--- config.mk ---
export PLATFORM = sky130hd
export DESIGN_NAME = sli_ram
export DESIGN_NICKNAME = d
export VERILOG_FILES = /design/src/hw/rtl/assert_macros.svh /design/src/hw/rtl/sli_ram.sv
export SDC_FILE = /design/constraint.sdc
export NUM_CORES = 2
export LEC_CHECK = 0
export CAP_MARGIN = 20
export CORE_MARGIN = 10
export CORE_UTILIZATION = 65
export DETAILED_ROUTE_END_ITERATION = 10
export DONT_BUFFER_PORTS = 1
export PLACE_DENSITY = 0.8
export SLEW_MARGIN = 20
export SYNTH_ARGS = -nofsm -noshare
export SYNTH_HDL_FRONTEND = slang
export SYNTH_SLANG_ARGS = --single-unit
--- constraint.sdc ---
create_clock -name aclk -period 10.4 [get_ports aclk]
set_input_delay 1.56 -clock aclk [delete_from_list [all_inputs] [get_ports aclk]]
set_output_delay 1.56 -clock aclk [all_outputs]
set_load 0.03 [all_outputs]
--- src/hw/rtl/assert_macros.svh ---
// Assertion macros shared by the RTL of the sorted list intersection core.
// Depends on nothing; files that check their own logic include it.
`ifndef ASSERT_MACROS_SVH
`define ASSERT_MACROS_SVH

// A property that must hold at every rising edge outside reset.
`define SLI_ASSERT(label, clk, rstn, prop) \
    label: assert property (@(posedge clk) disable iff (!rstn) (prop)) \
        else $error("sli assertion failed");

// An implication: the consequent must hold whenever the antecedent holds.
`define SLI_ASSERT_IMP(label, clk, rstn, ante, cons) \
    label: assert property (@(posedge clk) disable iff (!rstn) (ante) |-> (cons)) \
        else $error("sli assertion failed");

// The consequent must hold in the cycle after the antecedent.
`define SLI_ASSERT_NEXT(label, clk, rstn, ante, cons) \
    label: assert property (@(posedge clk) disable iff (!rstn) (ante) |=> (cons)) \
        else $error("sli assertion failed");

`endif

--- src/hw/rtl/sli_ram.sv ---
// Generic single-write, single-read RAM with a registered read port.
// Depends on nothing; used for both list stores of the intersection core.
`timescale 1ns / 1ps

module sli_ram #(
    parameter int WIDTH = 32,
    parameter int DEPTH = 64
) (
    input  logic                     aclk,
    input  logic                     wr_en,
    input  logic [$clog2(DEPTH)-1:0] wr_addr,
    input  logic [WIDTH-1:0]         wr_data,
    input  logic [$clog2(DEPTH)-1:0] rd_addr,
    output logic [WIDTH-1:0]         rd_data
);

    logic [WIDTH-1:0] mem [DEPTH];
    logic [WIDTH-1:0] rd_data_reg;

    always_ff @(posedge aclk) begin
        if (wr_en) begin
            mem[wr_addr] <= wr_data;
        end
        rd_data_reg <= mem[rd_addr];
    end

    assign rd_data = rd_data_reg;

endmodule

After elaboration in Yosys (flattened, before gate mapping)
Memory sizes are Yosys's and may differ from the RTL's. A register that Yosys moved wholly into a read port is not among the register bits.
Cells that the tools add are included.
- flip-flop bits (word level): 0
- bits in writable memories: 2048
- input bits: 46
- output and inout port bits: 32
- memories kept: 1
- memory list (memory ; words ; bits a word ; rd ports ; clocked after Yosys merged registers in ; write ports ; line ; RTL):
    mem ; 64 ; 32 ; 1 ; 1 ; 1 ; sli_ram.sv:17 ; logic [WIDTH-1:0] mem [DEPTH];
- multiplexer cells: 2
- operators by type and width (operator ; number):
    $mux W1 ; 2

Longest topological paths before layout
- depth in word-level cells: 2
- depth in mapped cells: 10
- gate-level depth less buffers: 5

Worst setup path after synthesis
No wires, ideal clock.
- path kind: input to register
- from: in wr_addr[3]
- to: mem mem[48][0] (enable)
- library setup time: 0.461 ns
- arrival time: 4.259 ns
- data required time: 9.939 ns
- slack: 5.680 ns
- stages on the path: 4
- path buffers: 1
- cells stage by stage: clkbuf_1 nor2b_1 nand4b_1 nor3_1
- RTL lines (item ; line ; RTL):
    from (decl) ; sli_ram.sv:11 ; input logic [$clog2(DEPTH)-1:0] wr_addr,
    to (decl) ; sli_ram.sv:17 ;
No word-level cell before the write port.

==> impl_metrics.yaml <==
outcome:
  outcome: "complete, but fails checks"
  violations: "slew limit"
floorplan:
  die_area_sq_mm: 0.135
  initial_utilization_pct: 65.4
  die_y_um: 368
  fp-row-count: 127
  core_area_sq_mm: 0.120
  boundaryPins: 78
  fp.dieW_um: 368
synth:
  async_reset_ff_share_pct: 0
  seq_area_frac_synth_pct: 79.1
  synth_area_per_cell_sq_um: 23.6
  netlist_area_sq_mm: 0.0785
  synth_top_area_cell: "edfxtp_1"
  syn_inst: 3324
  yosysWarningCount: 0
  yosysTopAreaCellShare_pct: 78.3
  synth-edff-count: 2048
  synth_cell_type_count: 34
  synth_nets: 3370
  synth_area_leaders: "edfxtp_1 (78%), mux4_2 (16%), mux2i_1 (1.2%), dfxtp_1 (0.82%), o22ai_1 (0.67%)"
  ys_ff_latch: 2080
  synth-main-ff-cell: "edfxtp_1"
setup_path:
  crit_type: "input pin to flip-flop"
  required_ns: 11.07
  endpoint_kind: "flip-flop"
  critPathMaxFanout: 147
  cp-start-kind: "input pin"
  worstPathArrival_ns: 6.28
grt:
  grt_use_total_pct: 30.5
  grt_max_degree: 514
  grt-ovfl-total: 0
  antenna_found_initial: 6
  grt_pass1_vias: 37500
  grt_pass1_wl_mm: 290
sta:
  fmax_mhz: 178
  tns_ns: 0
  skew_ns: 0.0350
  maxSlewViolCount: 200
  grt_setup_unrepaired: "false"
  setup_violations: 0
  hold_viol_final: 0
  worst_pin_slew_ns: 2.12
  max_slew_margin_pct: -41.1
  finalCritPeriodShare_pct: 53.9
  min_period_ns: 5.61
placed_design:
  placed_area_sq_mm: 0.0805
  port_buffers: 0
  place_congestion: 0.943
  dp_cells: 4784
  hpwl_mm: 105
routing:
  drtAntennaViolNets: 0
  drc: 0
  vias: 37900
  wl_per_cell_um: 40.3
  wl_mm: 209
  drt_iter0_drc: 6229
  avgViaCountPerCell: 7.32
  dr.pass1.iters: 6
clocking:
  cts.path.max_buffers: 3
  htreeDepth: 4
  post_cts_buffers: 0
  clkSinkCount: 2080
  cts_root_buf: "clkbuf_16"
  clkTransAtPathRegs_ns: 0.07
  clock_latency_ns: 0.83
  cts_resized: 0
  ctsHoldBuffers: 0
  cts-buffers-inserted: 192
  cts_tree: "done"
power_and_ir_drop:
  irDropWorstVdd_mv: 0.212
  leakagePower_nw: 27.0
  p_per_area_mw_per_mm2: 193
layout:
  syn2layout_area_growth_pct: 11.7
  postLayoutCellArea_sq_mm: 0.0877
  n_fill_cell: 6214
  final_nets: 3454
  finalCoreUtilization_pct: 73.1
  drive_gt1_share_pct: 26.9
  final_common_cell: "edfxtp_1"
  finalNonFillerCells: 5187
  largest_reg_flops: 2048
  final_cell_mix: "edfxtp_1 (2048), mux4_2 (544), clkbuf_16 (195)"
worst_hold_path:
  hold_class: "flip-flop to flip-flop"
flow_run:
  drv_cap: 0
==> worst max-delay path, cell delays in order <==
cell,delay (ns)
buf_16,0.73
buf_16,0.54
buf_16,0.71
mux4_2,0.65
mux4_2,0.56
o22ai_1,1.03
nor2_1,0.13
==> worst paths after layout <==
check	depth (start not counted)	slack [ns]	end	start
max	7	4.79	rd_data[2]$_DFF_P_	rd_addr[0]
min	4	0.79	rd_data[20]$_DFF_P_	mem[28][20]$_DFFE_PP_
max reg2reg	4	7.61	rd_data[2]$_DFF_P_	mem[12][2]$_DFFE_PP_
min reg2reg	4	0.79	rd_data[20]$_DFF_P_	mem[28][20]$_DFFE_PP_
==> Yosys cell counts (2+ instances only) <==
library cell / count
or3b_1: 2
nor2b_1: 15
nand3_1: 5
nand2_1: 26
edfxtp_1: 2048
buf_1: 21
a41o_1: 4
clkbuf_1: 74
and3_1: 4
buf_6: 5
buf_4: 25
nand2b_1: 8
nand4_1: 2
a311oi_1: 8
mux2i_1: 93
mux4_2: 544
nand3b_1: 5
a21oi_1: 62
buf_2: 57
nor3_1: 7
o221ai_1: 27
dfxtp_1: 32
a22oi_1: 12
or3b_2: 3
nor2_1: 137
o22ai_1: 84
and2_1: 2
o32ai_1: 4
or3_1: 3
==> per-layer routing <==
layer  GRT usage (%)  part of all wire, %  vias to the layer above
li1                -                    -                    14400
met1            40.2                   33                    19900
met2            47.4                   49                     3093
met3            10.7                   14                      473
met4            11.4                  4.2                        8
met5               0                 0.15                        -
==> power breakdown <==
| group | internal (W) | switching, W |
|---|---|---|
| Combinational | 0.000288 | 0.000342 |
| Sequential | 0.00928 | 0.0000998 |
| Clock | 0.00385 | 0.00309 |
==> stage by stage <==
step	power, W	worst slack [ns]	hold WS [ns]
floorplan	0.00996	5.68	0.663
global placement	0.0101	6.04	0.728
detailed placement	0.0101	6.14	0.741
CTS	0.0169	6.98	0.771
global route	0.0173	4.65	0.792
finish	0.0169	4.79	0.790
==> cell type report <==
class	instances	area, sq um	area share, %
repair buffers	72	1460	1.66
flip-flops and latches	2080	62100	70.8
multi-input cells	1062	16000	18.2
well taps	1612	2020	2.30
diodes	8	20.0	0.0228
clock buffers	254	5180	5.91
clock inverters	99	907	1.03
==> kinds of logic (layout without fill, tap and decap cells) <==
family / Yosys count / in the layout / synth area share [%]
flops: 2080 / 2080 / 79.1
mux: 637 / 637 / 16.8
simple gates: 223 / 223 / 1.27
compound gates: 202 / 202 / 1.67
buf+inv: 182 / 425 / 1.13
other cells: 0 / 8 / 0
Power figures use the tool's default switching activity.
